`src/lwcf_pkg.sv`:
```
// Shared types, constants and helpers for the LCD window clip and fill sequencer.
package lwcf_pkg;

   localparam int DEFAULT_PANEL_WIDTH  = 240;
   localparam int DEFAULT_PANEL_HEIGHT = 320;
   localparam int MAX_PANEL_DIM        = 1024;
   localparam int COORD_W              = $clog2(MAX_PANEL_DIM);
   localparam int IN_W                 = 16;
   localparam int CLIP_W               = IN_W + 1;
   localparam int COLOR_W              = 16;
   localparam int VALUE_W              = 16;
   localparam int COUNT_W              = 17;
   localparam int REG_W                = 8;
   localparam int QUEUE_DEPTH          = 4;
   localparam int STEP_W               = 4;

   localparam logic [COUNT_W-1:0] COUNT_MAX = {COUNT_W{1'b1}};

   localparam logic [REG_W-1:0] REG_NONE   = 8'h00;
   localparam logic [REG_W-1:0] REG_CUR_X  = 8'h20;
   localparam logic [REG_W-1:0] REG_CUR_Y  = 8'h21;
   localparam logic [REG_W-1:0] REG_GRAM   = 8'h22;
   localparam logic [REG_W-1:0] REG_WIN_X0 = 8'h50;
   localparam logic [REG_W-1:0] REG_WIN_X1 = 8'h51;
   localparam logic [REG_W-1:0] REG_WIN_Y0 = 8'h52;
   localparam logic [REG_W-1:0] REG_WIN_Y1 = 8'h53;

   localparam logic [STEP_W-1:0] STEP_FIRST     = 4'd0;
   localparam logic [STEP_W-1:0] STEP_PIX_START = 4'd5;
   localparam logic [STEP_W-1:0] STEP_RECT_LAST = 4'd7;
   localparam logic [STEP_W-1:0] STEP_PIX_LAST  = 4'd8;

   typedef enum logic [1:0] {
      KIND_REG   = 2'd0,
      KIND_SEL   = 2'd1,
      KIND_BURST = 2'd2
   } kind_type;

   typedef enum logic [2:0] {
      CMD_RECT    = 3'b001,
      CMD_PIX_WIN = 3'b010,
      CMD_PIX     = 3'b100
   } cmd_kind_type;

   typedef enum logic [2:0] {
      SRC_X1,
      SRC_Y1,
      SRC_X2,
      SRC_Y2,
      SRC_ZERO,
      SRC_MAXX,
      SRC_MAXY,
      SRC_BURST
   } src_type;

   typedef struct packed {
      cmd_kind_type       kind;
      logic [COORD_W-1:0] x1;
      logic [COORD_W-1:0] y1;
      logic [COORD_W-1:0] x2;
      logic [COORD_W-1:0] y2;
      logic [COLOR_W-1:0] color;
   } cmd_type;

   typedef struct packed {
      kind_type         kind;
      logic [REG_W-1:0] reg_index;
      src_type          src;
   } seq_type;

   typedef struct packed {
      kind_type           kind;
      logic [REG_W-1:0]   reg_index;
      logic [VALUE_W-1:0] value;
      logic [COUNT_W-1:0] pixel_count;
      logic               last;
   } rsp_type;

   function automatic logic [COORD_W-1:0] clamp_coord(input logic signed [CLIP_W-1:0] v,
                                                      input logic signed [CLIP_W-1:0] max);
      logic [COORD_W-1:0] r;
      if (v < 0) begin
         r = '0;
      end else if (v > max) begin
         r = max[COORD_W-1:0];
      end else begin
         r = v[COORD_W-1:0];
      end
      return r;
   endfunction

endpackage

```
`src/lwcf_if.sv`:
```
// Request and response channel interfaces.
interface lwcf_req_if;
   import lwcf_pkg::*;
   logic                   valid;
   logic                   ready;
   logic                   func;
   logic signed [IN_W-1:0] x_first;
   logic signed [IN_W-1:0] y_first;
   logic signed [IN_W-1:0] x_second;
   logic signed [IN_W-1:0] y_second;
   logic [COLOR_W-1:0]     pixel_color;

   modport source (output valid, func, x_first, y_first, x_second, y_second, pixel_color,
                   input ready);
   modport sink (input valid, func, x_first, y_first, x_second, y_second, pixel_color,
                 output ready);
endinterface

interface lwcf_rsp_if;
   import lwcf_pkg::*;
   logic               valid;
   logic               ready;
   logic [1:0]         kind;
   logic [REG_W-1:0]   reg_index;
   logic [VALUE_W-1:0] value;
   logic [COUNT_W-1:0] pixel_count;
   logic               last;

   modport source (output valid, kind, reg_index, value, pixel_count, last, input ready);
   modport sink (input valid, kind, reg_index, value, pixel_count, last, output ready);
endinterface

```
`src/lwcf_front.sv`:
```
// Front end: rotate, clip and classify commands, track the full-window flag.
module lwcf_front #(
   parameter int PANEL_WIDTH  = lwcf_pkg::DEFAULT_PANEL_WIDTH,
   parameter int PANEL_HEIGHT = lwcf_pkg::DEFAULT_PANEL_HEIGHT
) (
   input  logic              clock,
   input  logic              reset,
   input  logic              landscape_mode,
   lwcf_req_if.sink          req,
   input  logic              q_full,
   output logic              q_push,
   output lwcf_pkg::cmd_type q_data
);
   import lwcf_pkg::*;

   localparam logic signed [CLIP_W-1:0] MAXX = CLIP_W'(PANEL_WIDTH - 1);
   localparam logic signed [CLIP_W-1:0] MAXY = CLIP_W'(PANEL_HEIGHT - 1);

   logic                     full_window_ff;
   logic                     full_window_in;
   logic signed [CLIP_W-1:0] rx1;
   logic signed [CLIP_W-1:0] ry1;
   logic signed [CLIP_W-1:0] rx2;
   logic signed [CLIP_W-1:0] ry2;
   logic signed [CLIP_W-1:0] py;
   logic                     x_off;
   logic                     y_off;
   logic                     pix_off;
   logic                     drop;
   logic                     accept;

   assign req.ready = !q_full;
   assign accept    = req.valid && req.ready;

   always_comb begin
      if (landscape_mode) begin
         rx1 = CLIP_W'(req.y_first);
         rx2 = CLIP_W'(req.y_second);
         ry1 = MAXY - CLIP_W'(req.x_second);
         ry2 = MAXY - CLIP_W'(req.x_first);
         py  = ry2;
      end else begin
         rx1 = CLIP_W'(req.x_first);
         rx2 = CLIP_W'(req.x_second);
         ry1 = CLIP_W'(req.y_first);
         ry2 = CLIP_W'(req.y_second);
         py  = ry1;
      end
      x_off   = (rx1 < 0 && rx2 < 0) || (rx1 > MAXX && rx2 > MAXX);
      y_off   = (ry1 < 0 && ry2 < 0) || (ry1 > MAXY && ry2 > MAXY);
      pix_off = rx1 < 0 || rx1 > MAXX || py < 0 || py > MAXY;
      drop    = req.func ? pix_off : (x_off || y_off);

      q_data.color = req.pixel_color;
      q_data.x1    = clamp_coord(rx1, MAXX);
      q_data.x2    = clamp_coord(rx2, MAXX);
      q_data.y2    = clamp_coord(ry2, MAXY);
      if (req.func) begin
         q_data.kind = full_window_ff ? CMD_PIX : CMD_PIX_WIN;
         q_data.y1   = clamp_coord(py, MAXY);
      end else begin
         q_data.kind = CMD_RECT;
         q_data.y1   = clamp_coord(ry1, MAXY);
      end

      q_push         = accept && !drop;
      full_window_in = full_window_ff;
      if (q_push) begin
         full_window_in = req.func;
      end
   end

   always_ff @(posedge clock) begin
      if (reset) begin
         full_window_ff <= 1'b0;
      end else begin
         full_window_ff <= full_window_in;
      end
   end

endmodule

```
`src/lwcf_queue.sv`:
```
// Short command queue between the front and back ends.
module lwcf_queue (
   input  logic              clock,
   input  logic              reset,
   input  logic              push,
   input  lwcf_pkg::cmd_type push_data,
   output logic              full,
   input  logic              pop,
   output logic              head_valid,
   output lwcf_pkg::cmd_type head_data
);
   import lwcf_pkg::*;

   localparam int PTR_W = $clog2(QUEUE_DEPTH);
   localparam int CNT_W = $clog2(QUEUE_DEPTH + 1);

   cmd_type            mem_ff [QUEUE_DEPTH];
   logic [PTR_W-1:0]   wr_ptr_ff;
   logic [PTR_W-1:0]   wr_ptr_in;
   logic [PTR_W-1:0]   rd_ptr_ff;
   logic [PTR_W-1:0]   rd_ptr_in;
   logic [CNT_W-1:0]   count_ff;
   logic [CNT_W-1:0]   count_in;
   logic               do_push;
   logic               do_pop;

   assign full       = count_ff == CNT_W'(QUEUE_DEPTH);
   assign head_valid = count_ff != '0;
   assign head_data  = mem_ff[rd_ptr_ff];
   assign do_push    = push && !full;
   assign do_pop     = pop && head_valid;

   always_comb begin
      wr_ptr_in = do_push ? wr_ptr_ff + 1'b1 : wr_ptr_ff;
      rd_ptr_in = do_pop ? rd_ptr_ff + 1'b1 : rd_ptr_ff;
      count_in  = count_ff;
      if (do_push && !do_pop) begin
         count_in = count_ff + 1'b1;
      end else if (do_pop && !do_push) begin
         count_in = count_ff - 1'b1;
      end
   end

   always_ff @(posedge clock) begin
      if (do_push) begin
         mem_ff[wr_ptr_ff] <= push_data;
      end
   end

   always_ff @(posedge clock) begin
      if (reset) begin
         wr_ptr_ff <= '0;
         rd_ptr_ff <= '0;
         count_ff  <= '0;
      end else begin
         wr_ptr_ff <= wr_ptr_in;
         rd_ptr_ff <= rd_ptr_in;
         count_ff  <= count_in;
      end
   end

endmodule

```
`src/lwcf_back.sv`:
```
// Back end: step through the register writes and burst of each queued command.
module lwcf_back #(
   parameter int PANEL_WIDTH  = lwcf_pkg::DEFAULT_PANEL_WIDTH,
   parameter int PANEL_HEIGHT = lwcf_pkg::DEFAULT_PANEL_HEIGHT
) (
   input  logic              clock,
   input  logic              reset,
   input  logic              q_valid,
   input  lwcf_pkg::cmd_type q_data,
   output logic              q_pop,
   lwcf_rsp_if.source        rsp
);
   import lwcf_pkg::*;

   localparam int SPAN_W = COORD_W + 1;
   localparam int PROD_W = 2 * SPAN_W;
   localparam logic [VALUE_W-1:0] MAXX_V = VALUE_W'(PANEL_WIDTH - 1);
   localparam logic [VALUE_W-1:0] MAXY_V = VALUE_W'(PANEL_HEIGHT - 1);

   cmd_type             cmd_ff;
   cmd_type             cmd_in;
   logic                busy_ff;
   logic                busy_in;
   logic [STEP_W-1:0]   step_ff;
   logic [STEP_W-1:0]   step_in;
   logic [SPAN_W-1:0]   span_x_ff;
   logic [SPAN_W-1:0]   span_y_ff;
   logic                empty_ff;
   logic [PROD_W-1:0]   product_ff;
   logic                out_valid_ff;
   logic                out_valid_in;
   rsp_type             out_ff;
   rsp_type             out_in;
   seq_type             seq;
   logic [COUNT_W-1:0]  rect_count;
   logic                is_rect;
   logic                advance;
   logic                emit;
   logic                is_last;
   logic                load;

   function automatic seq_type seq_entry(input logic rect, input logic [STEP_W-1:0] step);
      seq_type s;
      s = '{kind: KIND_SEL, reg_index: REG_GRAM, src: SRC_ZERO};
      if (rect) begin
         case (step)
            4'd0:    s = '{kind: KIND_REG, reg_index: REG_CUR_X, src: SRC_X1};
            4'd1:    s = '{kind: KIND_REG, reg_index: REG_CUR_Y, src: SRC_Y1};
            4'd2:    s = '{kind: KIND_REG, reg_index: REG_WIN_X0, src: SRC_X1};
            4'd3:    s = '{kind: KIND_REG, reg_index: REG_WIN_Y0, src: SRC_Y1};
            4'd4:    s = '{kind: KIND_REG, reg_index: REG_WIN_X1, src: SRC_X2};
            4'd5:    s = '{kind: KIND_REG, reg_index: REG_WIN_Y1, src: SRC_Y2};
            4'd7:    s = '{kind: KIND_BURST, reg_index: REG_NONE, src: SRC_BURST};
            default: s = '{kind: KIND_SEL, reg_index: REG_GRAM, src: SRC_ZERO};
         endcase
      end else begin
         case (step)
            4'd0:    s = '{kind: KIND_REG, reg_index: REG_WIN_X0, src: SRC_ZERO};
            4'd1:    s = '{kind: KIND_REG, reg_index: REG_WIN_X1, src: SRC_MAXX};
            4'd2:    s = '{kind: KIND_REG, reg_index: REG_WIN_Y0, src: SRC_ZERO};
            4'd3:    s = '{kind: KIND_REG, reg_index: REG_WIN_Y1, src: SRC_MAXY};
            4'd5:    s = '{kind: KIND_REG, reg_index: REG_CUR_X, src: SRC_X1};
            4'd6:    s = '{kind: KIND_REG, reg_index: REG_CUR_Y, src: SRC_Y1};
            4'd8:    s = '{kind: KIND_BURST, reg_index: REG_NONE, src: SRC_BURST};
            default: s = '{kind: KIND_SEL, reg_index: REG_GRAM, src: SRC_ZERO};
         endcase
      end
      return s;
   endfunction

   assign is_rect = cmd_ff.kind == CMD_RECT;
   assign advance = !out_valid_ff || rsp.ready;
   assign emit    = busy_ff && advance;
   assign is_last = step_ff == (is_rect ? STEP_RECT_LAST : STEP_PIX_LAST);
   assign load    = q_valid && (!busy_ff || (emit && is_last));
   assign q_pop   = load;
   assign seq     = seq_entry(is_rect, step_ff);

   always_comb begin
      if (empty_ff) begin
         rect_count = '0;
      end else if (product_ff > PROD_W'(COUNT_MAX)) begin
         rect_count = COUNT_MAX;
      end else begin
         rect_count = product_ff[COUNT_W-1:0];
      end
   end

   always_comb begin
      cmd_in  = cmd_ff;
      busy_in = busy_ff;
      step_in = step_ff;
      if (load) begin
         cmd_in  = q_data;
         busy_in = 1'b1;
         step_in = (q_data.kind == CMD_PIX) ? STEP_PIX_START : STEP_FIRST;
      end else if (emit && is_last) begin
         busy_in = 1'b0;
      end else if (emit) begin
         step_in = step_ff + 1'b1;
      end

      out_valid_in = advance ? busy_ff : out_valid_ff;
      out_in       = out_ff;
      if (emit) begin
         out_in.kind        = seq.kind;
         out_in.reg_index   = seq.reg_index;
         out_in.last        = is_last;
         out_in.pixel_count = '0;
         case (seq.src)
            SRC_X1:    out_in.value = VALUE_W'(cmd_ff.x1);
            SRC_Y1:    out_in.value = VALUE_W'(cmd_ff.y1);
            SRC_X2:    out_in.value = VALUE_W'(cmd_ff.x2);
            SRC_Y2:    out_in.value = VALUE_W'(cmd_ff.y2);
            SRC_MAXX:  out_in.value = MAXX_V;
            SRC_MAXY:  out_in.value = MAXY_V;
            SRC_BURST: begin
               out_in.value       = cmd_ff.color;
               out_in.pixel_count = is_rect ? rect_count : COUNT_W'(1);
            end
            default:   out_in.value = '0;
         endcase
      end
   end

   always_ff @(posedge clock) begin
      cmd_ff     <= cmd_in;
      out_ff     <= out_in;
      span_x_ff  <= SPAN_W'(cmd_ff.x2) - SPAN_W'(cmd_ff.x1) + SPAN_W'(1);
      span_y_ff  <= SPAN_W'(cmd_ff.y2) - SPAN_W'(cmd_ff.y1) + SPAN_W'(1);
      empty_ff   <= (cmd_ff.x2 < cmd_ff.x1) || (cmd_ff.y2 < cmd_ff.y1);
      product_ff <= span_x_ff * span_y_ff;
   end

   always_ff @(posedge clock) begin
      if (reset) begin
         busy_ff      <= 1'b0;
         step_ff      <= STEP_FIRST;
         out_valid_ff <= 1'b0;
      end else begin
         busy_ff      <= busy_in;
         step_ff      <= step_in;
         out_valid_ff <= out_valid_in;
      end
   end

   assign rsp.valid       = out_valid_ff;
   assign rsp.kind        = out_ff.kind;
   assign rsp.reg_index   = out_ff.reg_index;
   assign rsp.value       = out_ff.value;
   assign rsp.pixel_count = out_ff.pixel_count;
   assign rsp.last        = out_ff.last;

   a_step_range: assert property (@(posedge clock) disable iff (reset)
      busy_ff |-> step_ff <= STEP_PIX_LAST)
      else $error("sequence step past final result");

   a_burst_last: assert property (@(posedge clock) disable iff (reset)
      (out_valid_ff && out_ff.kind == KIND_BURST) |-> out_ff.last)
      else $error("burst transaction not marked last");

   a_load_start: assert property (@(posedge clock) disable iff (reset)
      load |=> busy_ff && (step_ff == STEP_FIRST || step_ff == STEP_PIX_START))
      else $error("command load did not start a sequence");

endmodule

```
`src/lcd_window_clip_fill_sequencer.sv`:
```
// Top level of the LCD window clip and fill sequencer.
//
//   channel  direction  handshake        content
//   req      in         valid / ready    drawing command: func, corners, color
//   rsp      out        valid / ready    bus transaction: kind, reg_index, value, count, last
//   csr      in         csr_we           landscape_mode in csr_wdata
//
// A rectangle fill gives 8 transactions, a pixel 9 on first use of the full window and 4 after,
// one per cycle from the back end while rsp is ready; the output register sets that pace.
// A taken command passes the queue, command register and output register; a drop emits nothing.
// The front end takes a new command every cycle while the 4-entry queue has room.
// Reset is synchronous; it clears the queue, the full-window flag and landscape_mode.
// A stalled rsp holds the back end; the front end keeps filling the queue.
module lcd_window_clip_fill_sequencer #(
   parameter int PANEL_WIDTH  = lwcf_pkg::DEFAULT_PANEL_WIDTH,
   parameter int PANEL_HEIGHT = lwcf_pkg::DEFAULT_PANEL_HEIGHT
) (
   input  logic       clock,
   input  logic       reset,
   lwcf_req_if.sink   req,
   lwcf_rsp_if.source rsp,
   input  logic       csr_we,
   input  logic       csr_wdata
);
   import lwcf_pkg::*;

   logic    landscape_ff;
   logic    landscape_in;
   logic    q_push;
   logic    q_full;
   logic    q_pop;
   logic    q_valid;
   cmd_type q_push_data;
   cmd_type q_head_data;

   assign landscape_in = csr_we ? csr_wdata : landscape_ff;

   always_ff @(posedge clock) begin
      if (reset) begin
         landscape_ff <= 1'b0;
      end else begin
         landscape_ff <= landscape_in;
      end
   end

   lwcf_front #(
      .PANEL_WIDTH  (PANEL_WIDTH),
      .PANEL_HEIGHT (PANEL_HEIGHT)
   ) u_front (
      .clock          (clock),
      .reset          (reset),
      .landscape_mode (landscape_ff),
      .req            (req),
      .q_full         (q_full),
      .q_push         (q_push),
      .q_data         (q_push_data)
   );

   lwcf_queue u_queue (
      .clock      (clock),
      .reset      (reset),
      .push       (q_push),
      .push_data  (q_push_data),
      .full       (q_full),
      .pop        (q_pop),
      .head_valid (q_valid),
      .head_data  (q_head_data)
   );

   lwcf_back #(
      .PANEL_WIDTH  (PANEL_WIDTH),
      .PANEL_HEIGHT (PANEL_HEIGHT)
   ) u_back (
      .clock   (clock),
      .reset   (reset),
      .q_valid (q_valid),
      .q_data  (q_head_data),
      .q_pop   (q_pop),
      .rsp     (rsp)
   );

endmodule

```
`src/flat_wrapper.sv`:
```
// flat-port wrapper written by rule: the top's interface ports become plain ports
module lcd_window_clip_fill_sequencer_flat import lwcf_pkg::*;
#(
   parameter int PANEL_WIDTH  = lwcf_pkg::DEFAULT_PANEL_WIDTH,
   parameter int PANEL_HEIGHT = lwcf_pkg::DEFAULT_PANEL_HEIGHT
)
  (clock, reset, csr_we, csr_wdata, req_valid, req_func, req_x_first, req_y_first, req_x_second, req_y_second, req_pixel_color, req_ready, rsp_valid, rsp_kind, rsp_reg_index, rsp_value, rsp_pixel_count, rsp_last, rsp_ready);
  lwcf_req_if req_i ();
  lwcf_rsp_if rsp_i ();
  input  logic clock;
  input  logic reset;
  input  logic csr_we;
  input  logic csr_wdata;
  input wire logic [$bits(req_i.valid)-1:0] req_valid;
  input wire logic [$bits(req_i.func)-1:0] req_func;
  input wire logic [$bits(req_i.x_first)-1:0] req_x_first;
  input wire logic [$bits(req_i.y_first)-1:0] req_y_first;
  input wire logic [$bits(req_i.x_second)-1:0] req_x_second;
  input wire logic [$bits(req_i.y_second)-1:0] req_y_second;
  input wire logic [$bits(req_i.pixel_color)-1:0] req_pixel_color;
  output wire logic [$bits(req_i.ready)-1:0] req_ready;
  output wire logic [$bits(rsp_i.valid)-1:0] rsp_valid;
  output wire logic [$bits(rsp_i.kind)-1:0] rsp_kind;
  output wire logic [$bits(rsp_i.reg_index)-1:0] rsp_reg_index;
  output wire logic [$bits(rsp_i.value)-1:0] rsp_value;
  output wire logic [$bits(rsp_i.pixel_count)-1:0] rsp_pixel_count;
  output wire logic [$bits(rsp_i.last)-1:0] rsp_last;
  input wire logic [$bits(rsp_i.ready)-1:0] rsp_ready;
  assign req_i.valid = req_valid;
  assign req_i.func = req_func;
  assign req_i.x_first = req_x_first;
  assign req_i.y_first = req_y_first;
  assign req_i.x_second = req_x_second;
  assign req_i.y_second = req_y_second;
  assign req_i.pixel_color = req_pixel_color;
  assign req_ready = req_i.ready;
  assign rsp_valid = rsp_i.valid;
  assign rsp_kind = rsp_i.kind;
  assign rsp_reg_index = rsp_i.reg_index;
  assign rsp_value = rsp_i.value;
  assign rsp_pixel_count = rsp_i.pixel_count;
  assign rsp_last = rsp_i.last;
  assign rsp_i.ready = rsp_ready;
  lcd_window_clip_fill_sequencer #(.PANEL_WIDTH(PANEL_WIDTH), .PANEL_HEIGHT(PANEL_HEIGHT)) u_core (.clock(clock), .reset(reset), .req(req_i), .rsp(rsp_i), .csr_we(csr_we), .csr_wdata(csr_wdata));
endmodule
```
`config.mk`:
```
export PLATFORM = sky130hd
export DESIGN_NAME = lcd_window_clip_fill_sequencer_flat
export DESIGN_NICKNAME = d
export VERILOG_FILES = /design/src/lwcf_pkg.sv /design/src/lwcf_if.sv /design/src/lwcf_front.sv /design/src/lwcf_queue.sv /design/src/lwcf_back.sv /design/src/lcd_window_clip_fill_sequencer.sv /design/src/flat_wrapper.sv
export SDC_FILE = /design/constraint.sdc
export NUM_CORES = 1
export LEC_CHECK = 0
export BUFFER_PORTS_ARGS = -buffer_cell sky130_fd_sc_hd__buf_2
export CORE_ASPECT_RATIO = 1.2
export CORE_MARGIN = 2
export CORE_UTILIZATION = 40
export CTS_CLUSTER_DIAMETER = 60
export CTS_CLUSTER_SIZE = 12
export DETAILED_ROUTE_END_ITERATION = 6
export GPL_TIMING_DRIVEN = 0
export PLACE_DENSITY = 0.59
export REMOVE_ABC_BUFFERS = 1
export SLEW_MARGIN = 20
export SYNTH_ARGS = -nofsm -noshare
export SYNTH_HDL_FRONTEND = slang
export SYNTH_HIERARCHICAL = 1
export SYNTH_SLANG_ARGS = --single-unit
export TNS_END_PERCENT = 20
```
`constraint.sdc`:
```
create_clock -name clock -period 6.36 [get_ports clock]
set_clock_uncertainty 0.15 [all_clocks]
set_input_delay 0 -clock clock [delete_from_list [all_inputs] [get_ports clock]]
set_output_delay 0 -clock clock [all_outputs]
set_load 0.1 [all_outputs]
```
# Word level (Yosys, flattened, before mapping)
# Memory sizes are Yosys's and may differ from the RTL's. A register that Yosys moved wholly into a read port is not among the register bits.
# Index checks and enable logic that the tools add are counted.
# word_totals
regBits	163
ramBits	236
output_inout_bits	46
word_cells	146
memories	1
# mem_list
memory	words	width	read_ports	rd_clocked_by_memory_dff	wr	line_no	source
u_core.u_queue.mem_ff	4	59	1	1	1	lwcf_queue.sv:17	cmd_type mem_ff [QUEUE_DEPTH];
# classes
n_addsub	11
multipliers	1
order_cmp	13
eq_ne	19
muxes	39
bitwise	2
reduce_logical	36
# op_table
operator	count
13-bit one-hot mux with 7 select lines	2
16-bit one-hot mux with 7 select lines	1
10-bit 2-to-1 mux	11
17-bit 2-to-1 mux	6
17-bit by 1-bit less-than comparator with 1-bit output, second input constant	5
17-bit by 10-bit greater-than comparator with 1-bit output, second input constant	3
17-bit by 9-bit greater-than comparator with 1-bit output, second input constant	2
10-bit by 16-bit subtractor with 17-bit output, first input constant	2
11-bit by 1-bit adder with 11-bit output, second input constant	2
22-bit by 17-bit greater-than comparator with 1-bit output, second input constant	1
11-bit by 11-bit multiplier with 22-bit output	1
10-bit by 10-bit subtractor with 11-bit output	2
10-bit less-than comparator	2
4-bit by 3-bit equality test with 1-bit output, second input constant	4
4-bit 2-to-1 mux	4
3-bit equality test, second input constant	5
3-bit 2-to-1 mux	5
1-bit logical AND	13
13-bit 2-to-1 mux	1
1-bit logical OR	9
4-bit by 2-bit equality test with 1-bit output, second input constant	2
1-bit 2-to-1 mux	7
3-bit by 1-bit equality test with 1-bit output, second input constant	2
3-bit by 2-bit equality test with 1-bit output, second input constant	2
17 further kinds	27

# Depth between registers and ports, before layout
# depth
ltp_word	14
ltp_mapped	19
ltp_nobuf	18

# By module
# Netlist, hierarchy kept.
# by_module_without_submodules
module	n_inst	cells_per_inst	area_each_um2	seq_area_each_um2
lwcf_back	1	1022	10775.3	3993.8
lwcf_queue	1	357	8986.1	7267.0
lwcf_front	1	252	1609.0	20.0
lcd_window_clip_fill_sequencer	1	3	33.8	20.0

# Worst setup path after synthesis
# OpenSTA, ideal clock, no wires.
# synth_timing
path_type	reg2reg
start	register u_core.u_back.span_y_ff[4]
end	register u_core.u_back.product_ff[20]
t_arrival_ns	4.737
required_time_ns	6.138
setup_slack_ns	1.401
path_stages_with_launch	18
path_buffers	1
cell_sequence	dfxtp_1 -> clkbuf_1 -> nand2_1 -> fa_1 -> fa_1 -> fa_1 -> inv_1 -> fa_1 -> inv_1 -> fa_1 -> inv_1 -> ha_1 -> a211oi_1 -> o221ai_1 -> a21oi_1 -> a21oi_1 -> o221ai_1 -> xnor2_1
# synth_via
elab_chain_len	1
# synth_rtl
element	line_no	source
start: declaration	lwcf_back.sv:27	logic [SPAN_W-1:0] span_y_ff;
start signal: assignment	lwcf_back.sv:130	span_y_ff <= SPAN_W'(cmd_ff.y2) - SPAN_W'(cmd_ff.y1) + SPAN_W'(1);
11-bit by 11-bit multiplier with 22-bit output	lwcf_back.sv:132	product_ff <= span_x_ff * span_y_ff;
end signal: assignment	lwcf_back.sv:132	
end: declaration	lwcf_back.sv:29	logic [PROD_W-1:0] product_ff;
# No other way between the ends.
# A chain may end at the register's enable or synchronous reset.

# Worst setup path in the final report
# layout_timing
start	register u_core.u_back.span_x_ff[3]
end	register u_core.u_back.product_ff[21]
# layout_via
elab_chain_len	1
# layout_rtl
element	line_no	source
start: declaration	lwcf_back.sv:26	logic [SPAN_W-1:0] span_x_ff;
start signal: assignment	lwcf_back.sv:129	span_x_ff <= SPAN_W'(cmd_ff.x2) - SPAN_W'(cmd_ff.x1) + SPAN_W'(1);
11-bit by 11-bit multiplier with 22-bit output	lwcf_back.sv:132	
# No other way between the ends.

==> metrics.md <==
| Metric | Value |
|---|---|
| Final wirelength | `45000 um` |
| Initial drt markers | `659` |
| Worst-Skew Late Latency | `560 ps` |
| Final period util | `0.854` |
| Hold crit path type | `in2reg` |
| Number of synthesized register bits | `397` |
| Initial antenna violation count | `0` |
| Post-DP HPWL | `32400 um` |
| CP max stage delay | `610 ps` |
| Cell Area, Synth | `0.0214 sq mm` |
| Core area | `0.0527 sq mm` |
| ANT cells | `0` |
| Most frequent cells in the layout | `edfxtp_1, inv_1, buf_2` |
| Worst setup SP type | `flop` |
| Hold Path Stages | `3` |
| Vias | `12.9k` |
| Clock buffer count from CTS | `40` |
| Slew HR | `0.248` |
| Req. time, crit path | `6630 ps` |
| Die ar. | `0.0554 sq mm` |
| Max-slew violations | `0` |
| Reg2reg path depth | `14` |
| # rows | `92` |
| Non-Filler Instances | `2534` |
| Max-cap violation count | `0` |
| Die width | `215 um` |
| CP top delay family | `adder cells` |
| Slowest CP cell | `dfxtp_1` |
| Cells after Synth | `1634` |
| Min Tclk post-route | `5430 ps` |
| Layout Nets | `2099` |
| CTS Sinks | `397` |
| CTS tree | `done` |
| P&R area growth vs syn | `15.3%` |
| GPL Wtd Cong | `0.873` |
| Least-Margin Pin Slew | `1120 ps` |
| Placed Cells | `2395` |
| Most common cell after layout, fill and taps aside | `edfxtp_1` |
| Clock buffer depth | `3` |
| Vias in the first global route | `13.4k` |
| FF+latch area | `0.0113 sq mm` |
| Final hold violation count | `0` |
| I/O pin total | `133` |
| WS Path Type | `reg2reg` |
| Most used cell, CP | `fa_1` |
| Post-route ant nets | `0` |
| Via density | `5.08` |
| EDFF count, synth | `335` |
| Distinct cells, synth | `83` |
| Die Y | `257 um` |
| Asr flop ratio synth | `0` |
| Mean Syn Cell Area | `13.1 sq um` |
| Outcome | `finished clean` |
| Clock transition at path regs | `60 ps` |
| Layout cells sized above 1 | `0.155` |
| Critical Path Fanout Max | `11` |
| Yosys warns | `6` |
| Fmax | `0.184 GHz` |
| DRC | `0` |
| RSZ-0062 raised after global routing | `false` |
| H-Tree Depth | `2` |
| Layout fillers | `4775` |
| Buf+Inv Stages, Crit Path | `1` |
| First-pass GRT wire length | `71500 um` |
| DR pass1 iterations | `5` |
| Top FF cell, synth | `edfxtp_1` |
| Post-synthesis sequential area ratio | `0.528` |
| IO buf count | `129` |
| Area of the multi-input gates | `0.00889 sq mm` |
| Starting Density | `0.406` |
| Root Driver | `clkbuf_16` |
| CP arrival | `5700 ps` |
| Critical path capture point type | `flop` |
| Congestion Overflow GR | `0` |
| Final setup violation count | `0` |
| Gr usage total | `0.164` |
| Worst path cell trace | `nand2_1 > fa_1 > fa_1 > fa_1 > fa_1 > fa_1 > inv_1 > ha_1 > nand2_1 > a211o_1 > a21oi_1 > a31oi_1 > a2111oi_0 > a311oi_1` |
| Wire per inst | `17.8 um` |
| Largest net degree at the start of global routing | `51` |
| Critical path depth | `14` |
-- worst min-delay path, stage by stage --
cell     delay [ps]
buf_2           120
mux2_2          310
a21oi_1         120
-- metrics by stage --
step	hold WS, ps	worst slack, ps	TNS (ps)	cell area, sq um	utilization
2_1_floorplan	-80.9	710	0	20900	-
3_3_place_gp	61.3	-1830	-427690	22400	0.426
3_5_place_dp	68.2	955	0	22700	0.431
4_1_cts	5.45	934	0	24700	0.468
5_1_grt	31.8	501	0	24700	0.468
6_report	28.2	930	0	24700	0.468
-- per-layer routing --
metal,vias to the layer above,wire length [um],global-route usage
met1,6393,18800,0.198
met3,79,1710,0.0235
met2,274,23100,0.295
li1,6139,-,-
met5,-,0,0
met4,0,1480,0.0621
-- registers in the layout (all words and copies together), names as in the netlist, 3 cells and up, named ones only --
signal / cells
u_core/u_queue/mem_ff: 236
u_core/u_back/step_ff: 4
u_core/u_back/product_ff: 22
u_core/u_back/rsp.reg_index: 4
u_core/u_back/rsp.pixel_count: 17
u_core/u_back/span_x_ff: 11
u_core/u_back/rsp.value: 16
u_core/u_back/cmd_ff: 59
u_core/u_queue/count_ff: 3
u_core/u_back/span_y_ff: 11
-- kinds of logic after synthesis --
group,Yosys count,synth area share
DFF,397,0.528
AOI/OAI and AO/OA,256,0.0823
xor gates and xnor gates,42,0.0172
buffers and inverters,289,0.0592
adders and majority gates,204,0.151
muxes,89,0.0765
and+or+nand+nor,355,0.0853
other,2,0.000351
-- path summary, 6_finish.rpt --
check                                                                       end  slack (ps)                                  from
worst max register to register             u_core/u_back/product_ff[21]$_DFF_P_         930    u_core/u_back/span_x_ff[3]$_DFF_P_
worst min-delay path                     u_core/u_queue/mem_ff[2][48]$_DFFE_PP_          30                       req_x_first[15]
worst max-delay path                       u_core/u_back/product_ff[21]$_DFF_P_         930    u_core/u_back/span_x_ff[3]$_DFF_P_
worst min register to register  u_core/u_back/rsp.pixel_count[12]$_SDFFCE_PP0P_         350  u_core/u_back/product_ff[12]$_DFF_P_
-- synthesized netlist by cell type, types with 5 or more instances --
| library cell | number | area, sq um |
|---|---|---|
| edfxtp_1 | 335 | 10100 |
| inv_1 | 198 | 743 |
| nand2_1 | 124 | 465 |
| ha_1 | 113 | 1410 |
| fa_1 | 91 | 1820 |
| and2_1 | 67 | 419 |
| dfxtp_1 | 62 | 1240 |
| a21oi_1 | 60 | 300 |
| mux4_2 | 59 | 1330 |
| nor2_1 | 48 | 180 |
| clkbuf_1 | 46 | 173 |
| o21ai_0 | 36 | 180 |
| buf_4 | 30 | 225 |
| xnor2_1 | 27 | 236 |
| mux2i_1 | 26 | 260 |
| nand2b_1 | 26 | 163 |
| o21a_1 | 25 | 188 |
| a31oi_1 | 21 | 131 |
| nand3_1 | 19 | 95.1 |
| nor3_1 | 19 | 95.1 |
| a21o_1 | 18 | 135 |
| xor2_1 | 15 | 131 |
| o221ai_1 | 11 | 96.3 |
| o21bai_1 | 10 | 75.1 |
| o211ai_1 | 9 | 67.6 |
| nand4_1 | 6 | 37.5 |
| or3_1 | 6 | 37.5 |
| a2111oi_0 | 5 | 43.8 |
| a211oi_1 | 5 | 37.5 |
| and3_1 | 5 | 31.3 |
| buf_2 | 5 | 25.0 |
| nor2b_1 | 5 | 31.3 |
| nor3b_1 | 5 | 37.5 |
| nor4_1 | 5 | 31.3 |
-- timing repair --
item	4_1_cts	5_1_grt
hold buffers	76	0
resized for setup	0	0
setup buffers	0	0
hold endpoints to repair	221	0
endpoints found under the setup margin	0	0
-- final cells by class --
cell class	count	area share
Clock buffer	56	0.0434
Clock inverter	7	0.00482
Inverter	198	0.0301
Multi-Input combinational cell	955	0.360
Sequential cell	397	0.458
Tap cell	705	0.0357
Timing Repair Buffer	216	0.0674
Power is not shown: default switching activity piles up to over one toggle a cycle in this logic, so the estimate is an artifact.
